$ cat src/sv/ppm_rd_pkg.sv
// Shared types and constants of the binary PPM raster decoder.
package ppm_rd_pkg;

    localparam int unsigned DIM_BITS  = 12;
    localparam int unsigned DIM_LIM   = 32'd1 << DIM_BITS;
    localparam int unsigned DIM_W     = DIM_BITS + 1;
    localparam int unsigned FP_W      = 2 * DIM_BITS + 1;
    localparam int unsigned PIX_W     = 2 * DIM_BITS;

    localparam int unsigned MAX_W     = 16;
    localparam int unsigned SIZE_W    = 13;
    localparam int unsigned BYTE_W    = 8;
    localparam int unsigned FRAC_W    = 17;
    localparam int unsigned CFG_IDX_W = 2;

    localparam logic [MAX_W-1:0] ONE_BYTE_MAX = 16'd255;

    localparam int unsigned DIV_STEPS = 16;
    localparam int unsigned DIV_CNT_W = $clog2(DIV_STEPS);

    localparam logic [MAX_W-1:0]   MAX_RESET  = 16'd255;
    localparam logic [SIZE_W-1:0]  SIZE_RESET = 13'd1;

    typedef enum logic [CFG_IDX_W-1:0] {
        CFG_MAX_VALUE    = 2'd0,
        CFG_IMAGE_WIDTH  = 2'd1,
        CFG_IMAGE_HEIGHT = 2'd2
    } t_cfg_idx;

    typedef enum logic [1:0] {
        ST_SAMPLE    = 2'd0,
        ST_BAD_SEP   = 2'd1,
        ST_ABOVE_MAX = 2'd2,
        ST_TRUNC     = 2'd3
    } t_status;

    localparam logic [1:0] CH_RED  = 2'd0;
    localparam logic [1:0] CH_BLUE = 2'd2;

    typedef struct packed {
        logic    restart;
        logic    load_high;
        logic    use_high;
        logic    take_sample;
        logic    capture_err;
        t_status err_code;
        logic    div_step;
        logic    out_load;
    } t_cmd;

    typedef struct packed {
        logic kind;
        logic is_ws;
        logic wide_max;
        logic above_max;
        logic frame_empty;
        logic is_last;
        logic div_last;
        logic out_free;
    } t_stat;

    function automatic logic [DIM_W-1:0] sat_dim(input logic [SIZE_W-1:0] v);
        if (32'(v) > DIM_LIM) begin
            return DIM_W'(DIM_LIM);
        end
        return DIM_W'(v);
    endfunction

endpackage

$ cat src/sv/ppm_rd_ctrl.sv
// Controller: handshake sequencing and raster parse phase.
module ppm_rd_ctrl
    import ppm_rd_pkg::*;
(
    input  logic  i_clk,
    input  logic  i_rst_n,
    input  logic  i_in_valid,
    output logic  o_in_stall,
    input  t_stat i_stat,
    output t_cmd  o_cmd
);

    typedef enum logic [2:0] {
        S_IDLE = 3'b001,
        S_DIV  = 3'b010,
        S_OUT  = 3'b100
    } t_state;

    typedef enum logic [3:0] {
        P_SEP   = 4'b0001,
        P_FIRST = 4'b0010,
        P_LOW   = 4'b0100,
        P_HALT  = 4'b1000
    } t_phase;

    t_state r_state, n_state;
    t_phase r_phase, n_phase;
    logic   accept;

    always_ff @(posedge i_clk) begin
        if (!i_rst_n) begin
            r_state <= S_IDLE;
            r_phase <= P_SEP;
        end else begin
            r_state <= n_state;
            r_phase <= n_phase;
        end
    end

    assign o_in_stall = (r_state != S_IDLE);
    assign accept     = (r_state == S_IDLE) && i_in_valid;

    always_comb begin
        o_cmd          = '0;
        o_cmd.err_code = ST_SAMPLE;
        o_cmd.use_high = (r_phase == P_LOW);
        n_state        = r_state;
        n_phase        = r_phase;
        case (r_state)
            S_IDLE: begin
                if (accept) begin
                    if (i_stat.kind) begin
                        o_cmd.restart = 1'b1;
                        n_phase       = P_SEP;
                        if (r_phase == P_SEP) begin
                            o_cmd.capture_err = 1'b1;
                            o_cmd.err_code    = ST_BAD_SEP;
                            n_state           = S_OUT;
                        end else if (r_phase == P_FIRST || r_phase == P_LOW) begin
                            o_cmd.capture_err = 1'b1;
                            o_cmd.err_code    = ST_TRUNC;
                            n_state           = S_OUT;
                        end
                    end else if (r_phase == P_SEP) begin
                        if (i_stat.is_ws) begin
                            n_phase = i_stat.frame_empty ? P_HALT : P_FIRST;
                        end else begin
                            o_cmd.capture_err = 1'b1;
                            o_cmd.err_code    = ST_BAD_SEP;
                            n_phase           = P_HALT;
                            n_state           = S_OUT;
                        end
                    end else if (r_phase == P_FIRST && i_stat.wide_max) begin
                        o_cmd.load_high = 1'b1;
                        n_phase         = P_LOW;
                    end else if (r_phase == P_FIRST || r_phase == P_LOW) begin
                        if (i_stat.above_max) begin
                            o_cmd.capture_err = 1'b1;
                            o_cmd.err_code    = ST_ABOVE_MAX;
                            n_phase           = P_HALT;
                            n_state           = S_OUT;
                        end else begin
                            o_cmd.take_sample = 1'b1;
                            n_phase           = i_stat.is_last ? P_HALT : P_FIRST;
                            n_state           = S_DIV;
                        end
                    end
                end
            end
            S_DIV: begin
                o_cmd.div_step = 1'b1;
                if (i_stat.div_last) begin
                    n_state = S_OUT;
                end
            end
            S_OUT: begin
                if (i_stat.out_free) begin
                    o_cmd.out_load = 1'b1;
                    n_state        = S_IDLE;
                end
            end
            default: begin
                n_state = S_IDLE;
            end
        endcase
    end

endmodule

$ cat src/sv/ppm_rd_dp.sv
// Datapath: configuration, sample assembly, counters, divider and output register.
module ppm_rd_dp
    import ppm_rd_pkg::*;
(
    input  logic                  i_clk,
    input  logic                  i_rst_n,
    input  logic                  i_cfg_we,
    input  logic [CFG_IDX_W-1:0]  i_cfg_index,
    input  logic [MAX_W-1:0]      i_cfg_data,
    input  logic                  i_kind,
    input  logic [BYTE_W-1:0]     i_data_byte,
    input  logic                  i_out_stall,
    output logic                  o_out_valid,
    output logic [1:0]            o_status,
    output logic [1:0]            o_channel,
    output logic [MAX_W-1:0]      o_raw_sample,
    output logic [FRAC_W-1:0]     o_fraction,
    output logic                  o_frame_last,
    input  t_cmd                  i_cmd,
    output t_stat                 o_stat
);

    logic [MAX_W-1:0]     r_max;
    logic [SIZE_W-1:0]    r_width;
    logic [SIZE_W-1:0]    r_height;

    logic [BYTE_W-1:0]    r_high;
    logic [1:0]           r_chan;
    logic [PIX_W-1:0]     r_pix;

    t_status              r_res_status;
    logic [1:0]           r_res_channel;
    logic [MAX_W-1:0]     r_res_raw;
    logic                 r_res_last;

    logic [MAX_W-1:0]     r_div_d;
    logic [MAX_W-1:0]     r_rem;
    logic [FRAC_W-1:0]    r_quot;
    logic [DIV_CNT_W-1:0] r_div_cnt;

    logic                 r_out_valid;
    logic [1:0]           r_out_status;
    logic [1:0]           r_out_channel;
    logic [MAX_W-1:0]     r_out_raw;
    logic [FRAC_W-1:0]    r_out_frac;
    logic                 r_out_last;

    logic [FP_W-1:0]      frame_pixels;
    logic [MAX_W-1:0]     raw;
    logic                 is_last;
    logic [MAX_W-1:0]     div_d;
    logic                 q_top;
    logic [MAX_W:0]       trial;
    logic                 trial_ge;

    assign frame_pixels = FP_W'(sat_dim(r_width)) * FP_W'(sat_dim(r_height));
    assign raw = i_cmd.use_high ? {r_high, i_data_byte} : MAX_W'(i_data_byte);
    assign is_last = (r_chan >= CH_BLUE) && ((FP_W'(r_pix) + FP_W'(1)) >= frame_pixels);

    assign o_stat.kind        = i_kind;
    assign o_stat.is_ws       = ((i_data_byte >= 8'd9) && (i_data_byte <= 8'd13))
                                || (i_data_byte == 8'd32);
    assign o_stat.wide_max    = (r_max > ONE_BYTE_MAX);
    assign o_stat.above_max   = (raw > r_max);
    assign o_stat.frame_empty = (frame_pixels == '0);
    assign o_stat.is_last     = is_last;
    assign o_stat.div_last    = (r_div_cnt == DIV_CNT_W'(DIV_STEPS - 1));
    assign o_stat.out_free    = !r_out_valid || !i_out_stall;

    always_ff @(posedge i_clk) begin
        if (!i_rst_n) begin
            r_max    <= MAX_RESET;
            r_width  <= SIZE_RESET;
            r_height <= SIZE_RESET;
        end else begin
            if (i_cfg_we) begin
                case (i_cfg_index)
                    CFG_MAX_VALUE:    r_max    <= i_cfg_data;
                    CFG_IMAGE_WIDTH:  r_width  <= i_cfg_data[SIZE_W-1:0];
                    CFG_IMAGE_HEIGHT: r_height <= i_cfg_data[SIZE_W-1:0];
                    default: ;
                endcase
            end
        end
    end

    always_ff @(posedge i_clk) begin
        if (!i_rst_n) begin
            r_high <= '0;
            r_chan <= CH_RED;
            r_pix  <= '0;
        end else if (i_cmd.restart) begin
            r_high <= '0;
            r_chan <= CH_RED;
            r_pix  <= '0;
        end else begin
            if (i_cmd.load_high) begin
                r_high <= i_data_byte;
            end
            if (i_cmd.take_sample) begin
                if (r_chan >= CH_BLUE) begin
                    r_chan <= CH_RED;
                    r_pix  <= r_pix + PIX_W'(1);
                end else begin
                    r_chan <= r_chan + 2'd1;
                end
            end
        end
    end

    always_ff @(posedge i_clk) begin
        if (i_cmd.take_sample) begin
            r_res_status  <= ST_SAMPLE;
            r_res_channel <= r_chan;
            r_res_raw     <= raw;
            r_res_last    <= is_last;
        end else if (i_cmd.capture_err) begin
            r_res_status  <= i_cmd.err_code;
            r_res_channel <= r_chan;
            r_res_raw     <= (i_cmd.err_code == ST_ABOVE_MAX) ? raw : '0;
            r_res_last    <= 1'b0;
        end
    end

    assign div_d    = (r_max == '0) ? MAX_W'(1) : r_max;
    assign q_top    = (raw == div_d);
    assign trial    = {r_rem, 1'b0};
    assign trial_ge = (trial >= {1'b0, r_div_d});

    always_ff @(posedge i_clk) begin
        if (!i_rst_n) begin
            r_div_cnt <= '0;
        end else if (i_cmd.take_sample) begin
            r_div_cnt <= '0;
        end else if (i_cmd.div_step) begin
            r_div_cnt <= r_div_cnt + DIV_CNT_W'(1);
        end
    end

    always_ff @(posedge i_clk) begin
        if (i_cmd.take_sample) begin
            r_div_d <= div_d;
            r_rem   <= q_top ? '0 : raw;
            r_quot  <= {{(FRAC_W-1){1'b0}}, q_top};
        end else if (i_cmd.div_step) begin
            r_rem  <= trial_ge ? MAX_W'(trial - {1'b0, r_div_d}) : trial[MAX_W-1:0];
            r_quot <= {r_quot[FRAC_W-2:0], trial_ge};
        end
    end

    always_ff @(posedge i_clk) begin
        if (!i_rst_n) begin
            r_out_valid <= 1'b0;
        end else if (i_cmd.out_load) begin
            r_out_valid <= 1'b1;
        end else if (!i_out_stall) begin
            r_out_valid <= 1'b0;
        end
    end

    always_ff @(posedge i_clk) begin
        if (i_cmd.out_load) begin
            r_out_status  <= r_res_status;
            r_out_channel <= r_res_channel;
            r_out_raw     <= r_res_raw;
            r_out_frac    <= (r_res_status == ST_SAMPLE) ? r_quot : '0;
            r_out_last    <= r_res_last;
        end
    end

    assign o_out_valid  = r_out_valid;
    assign o_status     = r_out_status;
    assign o_channel    = r_out_channel;
    assign o_raw_sample = r_out_raw;
    assign o_fraction   = r_out_frac;
    assign o_frame_last = r_out_last;

endmodule

$ cat src/sv/ppm_binary_raster_decoder.sv
// Top level of the binary PPM raster decoder.
//
// Input channel: one transaction per raster byte (i_kind 0) or end marker
// (i_kind 1), taken when i_in_valid is high and o_in_stall is low.
// Output channel: one transaction per sample or error report, held in an
// output register until taken (o_out_valid high, i_out_stall low).
// Configuration: i_cfg_we writes max_value (0), image_width (1) or
// image_height (2) from i_cfg_data; write only while the block is idle.
// Sample path: a data byte that completes a sample is taken, the restoring
// divider then produces one quotient bit per step in state S_DIV, and the
// result is loaded into the output register from state S_OUT once that
// register is free.
// The input stalls while the divider runs and while a result waits for the
// output register; bytes and markers with no result do not stall it.
// The next byte is taken as soon as the result sits in the output register.
// Reset: synchronous, active low; returns the registers to max 255 and
// a 1 by 1 image, and the parser to awaiting its separator.
// Receiver stall: the output register holds its transaction; a further
// result waits in the datapath result registers and the input stalls until it moves on.
module ppm_binary_raster_decoder
    import ppm_rd_pkg::*;
(
    input  logic                 i_clk,
    input  logic                 i_rst_n,
    input  logic                 i_cfg_we,
    input  logic [CFG_IDX_W-1:0] i_cfg_index,
    input  logic [MAX_W-1:0]     i_cfg_data,
    input  logic                 i_in_valid,
    output logic                 o_in_stall,
    input  logic                 i_kind,
    input  logic [BYTE_W-1:0]    i_data_byte,
    output logic                 o_out_valid,
    input  logic                 i_out_stall,
    output logic [1:0]           o_status,
    output logic [1:0]           o_channel,
    output logic [MAX_W-1:0]     o_raw_sample,
    output logic [FRAC_W-1:0]    o_fraction,
    output logic                 o_frame_last
);

    t_cmd  cmd;
    t_stat stat;

    ppm_rd_ctrl u_ctrl (
        .i_clk      (i_clk),
        .i_rst_n    (i_rst_n),
        .i_in_valid (i_in_valid),
        .o_in_stall (o_in_stall),
        .i_stat     (stat),
        .o_cmd      (cmd)
    );

    ppm_rd_dp u_dp (
        .i_clk        (i_clk),
        .i_rst_n      (i_rst_n),
        .i_cfg_we     (i_cfg_we),
        .i_cfg_index  (i_cfg_index),
        .i_cfg_data   (i_cfg_data),
        .i_kind       (i_kind),
        .i_data_byte  (i_data_byte),
        .i_out_stall  (i_out_stall),
        .o_out_valid  (o_out_valid),
        .o_status     (o_status),
        .o_channel    (o_channel),
        .o_raw_sample (o_raw_sample),
        .o_fraction   (o_fraction),
        .o_frame_last (o_frame_last),
        .i_cmd        (cmd),
        .o_stat       (stat)
    );

endmodule

$ cat config.mk
export PLATFORM = sky130hd
export DESIGN_NAME = ppm_binary_raster_decoder
export DESIGN_NICKNAME = d
export VERILOG_FILES = /design/src/sv/ppm_rd_pkg.sv /design/src/sv/ppm_rd_ctrl.sv /design/src/sv/ppm_rd_dp.sv /design/src/sv/ppm_binary_raster_decoder.sv
export SDC_FILE = /design/constraint.sdc
export NUM_CORES = 1
export LEC_CHECK = 0
export BUFFER_PORTS_ARGS = -buffer_cell sky130_fd_sc_hd__buf_2
export CORE_ASPECT_RATIO = 0.9
export CORE_MARGIN = 2
export CORE_UTILIZATION = 60
export CTS_CLUSTER_SIZE = 40
export DETAILED_ROUTE_END_ITERATION = 8
export PLACE_DENSITY = 0.87
export SLEW_MARGIN = 15
export SYNTH_ARGS = -nofsm -noshare
export SYNTH_HDL_FRONTEND = slang
export SYNTH_SLANG_ARGS = --single-unit
$ cat constraint.sdc
create_clock -name i_clk -period 8.4 [get_ports i_clk]
set_input_delay 0 -clock i_clk [delete_from_list [all_inputs] [get_ports i_clk]]
set_output_delay 0 -clock i_clk [all_outputs]
set_load 0.03 [all_outputs]
Yosys cells after proc, flatten, opt, wreduce, memory -nomap -nowiden:

Cells that the tools add are included.

* add/sub/neg operators: 5
* multipliers: 1
* $lt $le $gt $ge: 9
* eq/ne operators: 20
* mux-type cells: 66
* bitwise logic cells: 1
* reduce and logical (&&, ||, !) cells: 24

Operator list (count)
* two-way mux 16 bit: 9
* two-way mux 13 bit: 4
* two-way mux 3 bit: 17
* two-way mux 4 bit: 12
* greater-than comparator 13 bit (second input constant): 2
* adder 24 x 1 -> 25 bit (second input constant): 1
* >= comparator 25 bit: 1
* zero test 25 bit: 1
* multiplier 13 x 13 -> 25 bit: 1
* adder 24 x 1 -> 24 bit (second input constant): 1
* two-way mux 1 bit: 18
* >= comparator 17 x 16 -> 1 bit: 1
* equality test 16 bit: 1
* greater-than comparator 16 bit: 1
* greater-than comparator 16 x 8 -> 1 bit (second input constant): 1
* zero test 16 bit: 1
* subtractor 16 bit: 1
* two-way mux 2 bit: 5
* case mux 3 bit (3 select lines): 1
* equality test 8 x 6 -> 1 bit (second input constant): 1
* >= comparator 8 x 4 -> 1 bit (second input constant): 1
* less-or-equal comparator 8 x 4 -> 1 bit (second input constant): 1
* inequality test 4 bit (second input constant): 2
* AND reduction 2 bit: 4
* other kinds (26): 38

* register bits after elaboration: 196
* output and inout port bits: 40
* word-level logic and storage cells: 149

Logic depth before layout (Yosys ltp):

* depth after elaboration: 14
* gate-level depth with buffers: 32
* depth with buffers taken out: 29

Modules after synthesis:

Synthesis repeated with hierarchy kept, for this count alone.

* cells, all modules: 1731
* area total of the unflattened synthesis: 15713.8 um^2

By module, submodules not included
* ppm_rd_dp: instances 1, cells each 1648, area an instance 15092.0 um^2, sequential area each 4684.5 um^2
* ppm_rd_ctrl: instances 1, cells each 83, area an instance 621.8 um^2, sequential area each 140.1 um^2

Worst setup path before layout:

No wires, ideal clock.

* path kind: register to register
* from: register u_dp.r_height[12]
* to: register u_ctrl.r_phase[3]
* library setup time: 0.117 ns
* arrival: 6.787 ns
* setup slack: 1.497 ns
* cell stages (with the launch flop): 28
* buffers on the path: 2
* clock period less this slack: 6.903 ns
* cell sequence: dfxtp_1 -> clkbuf_1 -> nand2b_1 -> clkbuf_1 -> nor2_1 -> fa_1 -> inv_1 -> fa_1 -> inv_1 -> fa_1 -> inv_1 -> fa_1 -> fa_1 -> inv_1 -> ha_1 -> a21o_1 -> a221oi_2 -> and3b_1 -> nor4_2 -> xor2_1 -> ha_1 -> a21o_1 -> a21o_1 -> a21oi_1 -> a21oi_1 -> o31ai_1 -> a31oi_1 -> a22o_1

* longest elaborated chain between the ends: 12
* elaborated cells on any way between the ends: 15
* those cells by class: mul (1); order compare (2); mux (10); reduce/logical (2)

RTL lines
* start: declaration: line ppm_rd_dp.sv:25 `logic [SIZE_W-1:0] r_height;`
* start signal: assignment: line ppm_rd_dp.sv:80 `CFG_IMAGE_HEIGHT: r_height <= i_cfg_data[SIZE_W-1:0];`
* greater-than comparator 13 bit: line ppm_rd_pkg.sv:63 `if (32'(v) > DIM_LIM) begin`
* two-way mux 1 bit: line ppm_rd_pkg.sv:63
* two-way mux 13 bit *: line ppm_rd_pkg.sv:66 `return DIM_W'(v);`
* multiplier 13 x 13 -> 25 bit *: line ppm_rd_dp.sv:56 `assign frame_pixels = FP_W'(sat_dim(r_width)) * FP_W'(sat_dim(r_height));`
* >= comparator 25 bit: line ppm_rd_dp.sv:58 `assign is_last = (r_chan >= CH_BLUE) && ((FP_W'(r_pix) + FP_W'(1)) >= frame_pixels);`
* logical AND 1 bit: line ppm_rd_dp.sv:58
* two-way mux 4 bit: line ppm_rd_ctrl.sv:84 `n_phase = i_stat.is_last ? P_HALT : P_FIRST;`
* two-way mux 4 bit: line ppm_rd_ctrl.sv:77 `if (i_stat.above_max) begin`
* two-way mux 4 bit: line ppm_rd_ctrl.sv:76 `end else if (r_phase == P_FIRST || r_phase == P_LOW) begin`
* two-way mux 4 bit: line ppm_rd_ctrl.sv:73 `end else if (r_phase == P_FIRST && i_stat.wide_max) begin`
* two-way mux 4 bit *: line ppm_rd_ctrl.sv:64 `end else if (r_phase == P_SEP) begin`
* two-way mux 4 bit *: line ppm_rd_ctrl.sv:52 `if (i_stat.kind) begin`
* end signal: assignment: line ppm_rd_ctrl.sv:36 `r_phase <= n_phase;`
* end: declaration: line ppm_rd_ctrl.sv:27 `t_phase r_phase, n_phase;`

Every way passes the cells marked *; elsewhere a longest branch is shown, timed or not. The select of a mux whose other input is x is not followed.
A chain may end at the register's enable or synchronous reset.

Final worst setup path:

Same ends and word-level chain as after synthesis.

==> impl_metrics.toml <==
[power_and_ir_drop]
seqPwrFrac_pct = 48.1
peakVddDrop_mv = 0.110
combPwrFrac_pct = 15.0
power.leakage_nw = 7.76
p_switching_mw = 0.745
pwr-share-clk_pct = 36.9
power_density_mw_per_mm2 = 139
p_int_mw = 1.63
swShare_pct = 31.3

[synthesis]
yosysSeqAreaShare_pct = 31.0
syn_area_mm2 = 0.0156
synth_edf_count = 90
ys_warn_count = 0
synth_fp_nets = 1987
synth_flop_cell = "dfxtp_1"
yosys_register_bits = 196
avgSynthCellArea_um2 = 9.12
synth_cells = 1707
synth_cell_types = 69
ys_async_sr_fraction_pct = 0

[clock_network]
clk_path_buf_depth = 2
cts_buffers = 17
clk_pin_slew_ns = 0.08
cts_setup_buffers = 0
insertion_delay_ns = 0.46
cts_sinks = 196
root_buffer = "clkbuf_16"
cts_tree = "yes"
h-tree-depth = 4

[sta]
hold_viol = 0
fin_worst_skew_ns = 0.0275
min_period_over_period_pct = 94.2
timing.fmax_mhz = 126
worst_slew_pin_slew_ns = 1.09
period_needed_ns = 7.91
rsz0062_at_grt = "no"
slew_headroom_pct = 27.4
drv_slew = 0
tns_ns = 0
postLayoutSetupSlackWorst_ns = 0.489
setup_viol = 0
whs_ns = 0.0166

[final_layout]
final_common_cell = "inv_1"
nets = 2043
drive_above_1_share_pct = 7.94
fin_util_pct = 67.5
area_delta_synth_final_pct = 9.76
layoutNonFillerInstCount = 2121
final_cell_mix = "inv_1 (212), nand2_1 (199), nor2_1 (198), ha_1 (127), fa_1 (121)"

[place]
routabilityCongestion = 0.950
io_buffers = 71
hpwl_mm = 30.8
dp.cells = 2060
dp_slack_ns = 0.770

[grt]
grt_overflow = 0
antenna_found_initial = 4
grt_pass1_vias = 12500
grt_first_pass_wirelength_mm = 66.0
grt_usage_pct = 31.1
grt_max_degree = 52

[floorplanning]
num_rows = 55
start_util_pct = 61.5
dieArea_mm2 = 0.0272
die_w_um = 174
die_h_um = 157
core_mm2 = 0.0253
ios = 72

[detailed_routing]
vias = 12500
drc_errors = 0
drt_first_pass_iters = 6
viasPerCell = 5.91
wire_per_inst_um = 19.2
postRouteAntennaNets = 0
drt_iter0_drc = 1487
wl_mm = 40.6

[worst_hold_path]
hold_depth = 5
hold_start = "i_kind"
hold_end = "u_ctrl.r_state[2]$_SDFFE_PN0P_"
worstHoldPathType = "primary input to flop"

[worst_setup_path]
crit_path_end_kind = "flop"
start_kind = "flop"
r2r_end = "u_ctrl.r_phase[3]$_SDFFE_PN0P_"
ff2ff_setup_slack_ns = 0.49
rr_startpoint = "u_dp.r_height[12]$_SDFFE_PN0P_"
crit_arrival_ns = 8.24
crit_type = "flop to flop"
cp_max_fo = 23
critical_path_required_ns = 8.73
r2r_cells = 27

[run_status]
status = "finished clean"

[job]
max-cap-violations = 0
## final cells by class
class | count | area (um2)
fill | 1965 | 8240
clock buffer | 17 | 425
timing repair buffer | 107 | 691
inverter | 212 | 796
sequential | 196 | 4820
antenna | 3 | 7.51
clock inverter | 15 | 210
multi-input combinational | 1229 | 9700
tap | 342 | 428
## cells by family after synthesis
logic type | after synthesis | synth area share (%)
adder cells (fa/ha/maj) | 248 | 25.8
AND/OR/NAND/NOR | 637 | 19.5
AO/OA/AOI/OAI | 212 | 9.12
multiplexers | 39 | 2.52
buffers and inverters | 282 | 6.84
flip-flops | 196 | 31.0
XOR/XNOR | 93 | 5.23
## how the worst max path moves through the flow
stage,startpoint,cells after the start,slack (ns),to
after floorplan,u_dp.r_height[12]$_SDFFE_PN0P_,27,1.50,u_ctrl.r_phase[3]$_SDFFE_PN0P_
after global placement,u_dp.r_width[12]$_SDFFE_PN0P_,25,0.91,u_ctrl.r_phase[3]$_SDFFE_PN0P_
after CTS,u_dp.r_width[12]$_SDFFE_PN0P_,25,0.64,u_ctrl.r_phase[3]$_SDFFE_PN0P_
after global routing,u_dp.r_height[12]$_SDFFE_PN0P_,28,0.01,u_ctrl.r_phase[3]$_SDFFE_PN0P_
final,u_dp.r_height[12]$_SDFFE_PN0P_,27,0.49,u_ctrl.r_phase[3]$_SDFFE_PN0P_
after detailed placement,u_dp.r_height[12]$_SDFFE_PN0P_,27,0.77,u_ctrl.r_phase[3]$_SDFFE_PN0P_
## Yosys cell counts (8+ instances only)
cell / count / area [um2]
o211ai_1: 13 / 97.6
a21o_1: 21 / 158
nand3_1: 48 / 240
o22ai_1: 15 / 93.8
clkbuf_1: 63 / 236
xnor2_1: 39 / 342
or2_2: 8 / 50.1
and3_1: 16 / 100
fa_1: 121 / 2420
and2_1: 35 / 219
o21ai_0: 30 / 150
ha_1: 127 / 1590
a21oi_1: 41 / 205
mux2i_1: 38 / 380
inv_1: 212 / 796
nor2_1: 199 / 747
o21a_1: 9 / 67.6
dfxtp_1: 106 / 2120
xor2_1: 54 / 473
nand2b_1: 25 / 156
nand4_1: 18 / 113
nor2b_1: 30 / 188
edfxtp_1: 90 / 2700
nand2_1: 200 / 751
a21boi_0: 35 / 263
a31oi_1: 8 / 50.1
nor3_1: 15 / 75.1
## timing repair
item	4_1_cts	5_1_grt
setup endpoints to repair	0	1
endpoints found under the hold margin	52	0
gates resized for setup	0	1
hold buffers	26	0
## critical path: stages, from the launching register on
cell and delay, ns:
dfxtp_1 0.75, nand2b_1 0.50, nor2_1 0.14, fa_1 0.56
inv_1 0.06, fa_1 0.53, inv_1 0.05, fa_1 0.48
fa_1 0.50, inv_1 0.06, fa_1 0.54, inv_1 0.04
ha_1 0.36, and3_1 0.24, a221oi_2 0.41, o21ai_1 0.18
a31oi_1 0.22, xor2_1 0.23, ha_1 0.28, nand4_1 0.11
nor2_1 0.06, a31oi_1 0.16, o211ai_1 0.10, o21ai_0 0.24
a21oi_1 0.11, o31ai_1 0.43, a31oi_1 0.19, a22o_1 0.25
## per-layer routing
| layer | vias up | part of all wire (%) | track usage [%] |
|---|---|---|---|
| li1 | 5760 | - | - |
| met1 | 6036 | 41 | 41.1 |
| met2 | 630 | 47 | 51.5 |
| met3 | 107 | 8.3 | 5.42 |
| met4 | 2 | 3.2 | 11.5 |
| met5 | - | 0.027 | 0 |
## stage by stage
step | area, um2 | power (mW)
2_1_floorplan | 15600 | 1.39
4_1_cts | 17100 | 2.37
3_5_place_dp | 16200 | 1.50
3_3_place_gp | 16200 | 1.48
6_report | 17100 | 2.38
5_1_grt | 17100 | 2.46
## flip-flops by register name, indices dropped and copies added (netlist names), 3 cells and up
signal             flops
u_dp.r_width          13
u_dp.r_quot           17
u_ctrl.r_phase         4
u_ctrl.r_state         3
u_dp.r_high            8
u_dp.r_res_raw        16
u_dp.o_fraction       17
u_dp.r_pix            24
u_dp.r_height         13
u_dp.r_div_cnt         4
u_dp.r_div_d          16
u_dp.r_rem            16
u_dp.o_raw_sample     16
u_dp.r_max            16
## power groups by stage
stage	logic, mW	clock network (mW)	registers [mW]
floorplan	0.223	0	1.16
global placement	0.323	0	1.15
detailed placement	0.335	0	1.16
CTS	0.349	0.882	1.14
global route	0.389	0.921	1.15
finish	0.357	0.878	1.14
Note: power is estimated with default switching activity, not from simulation.
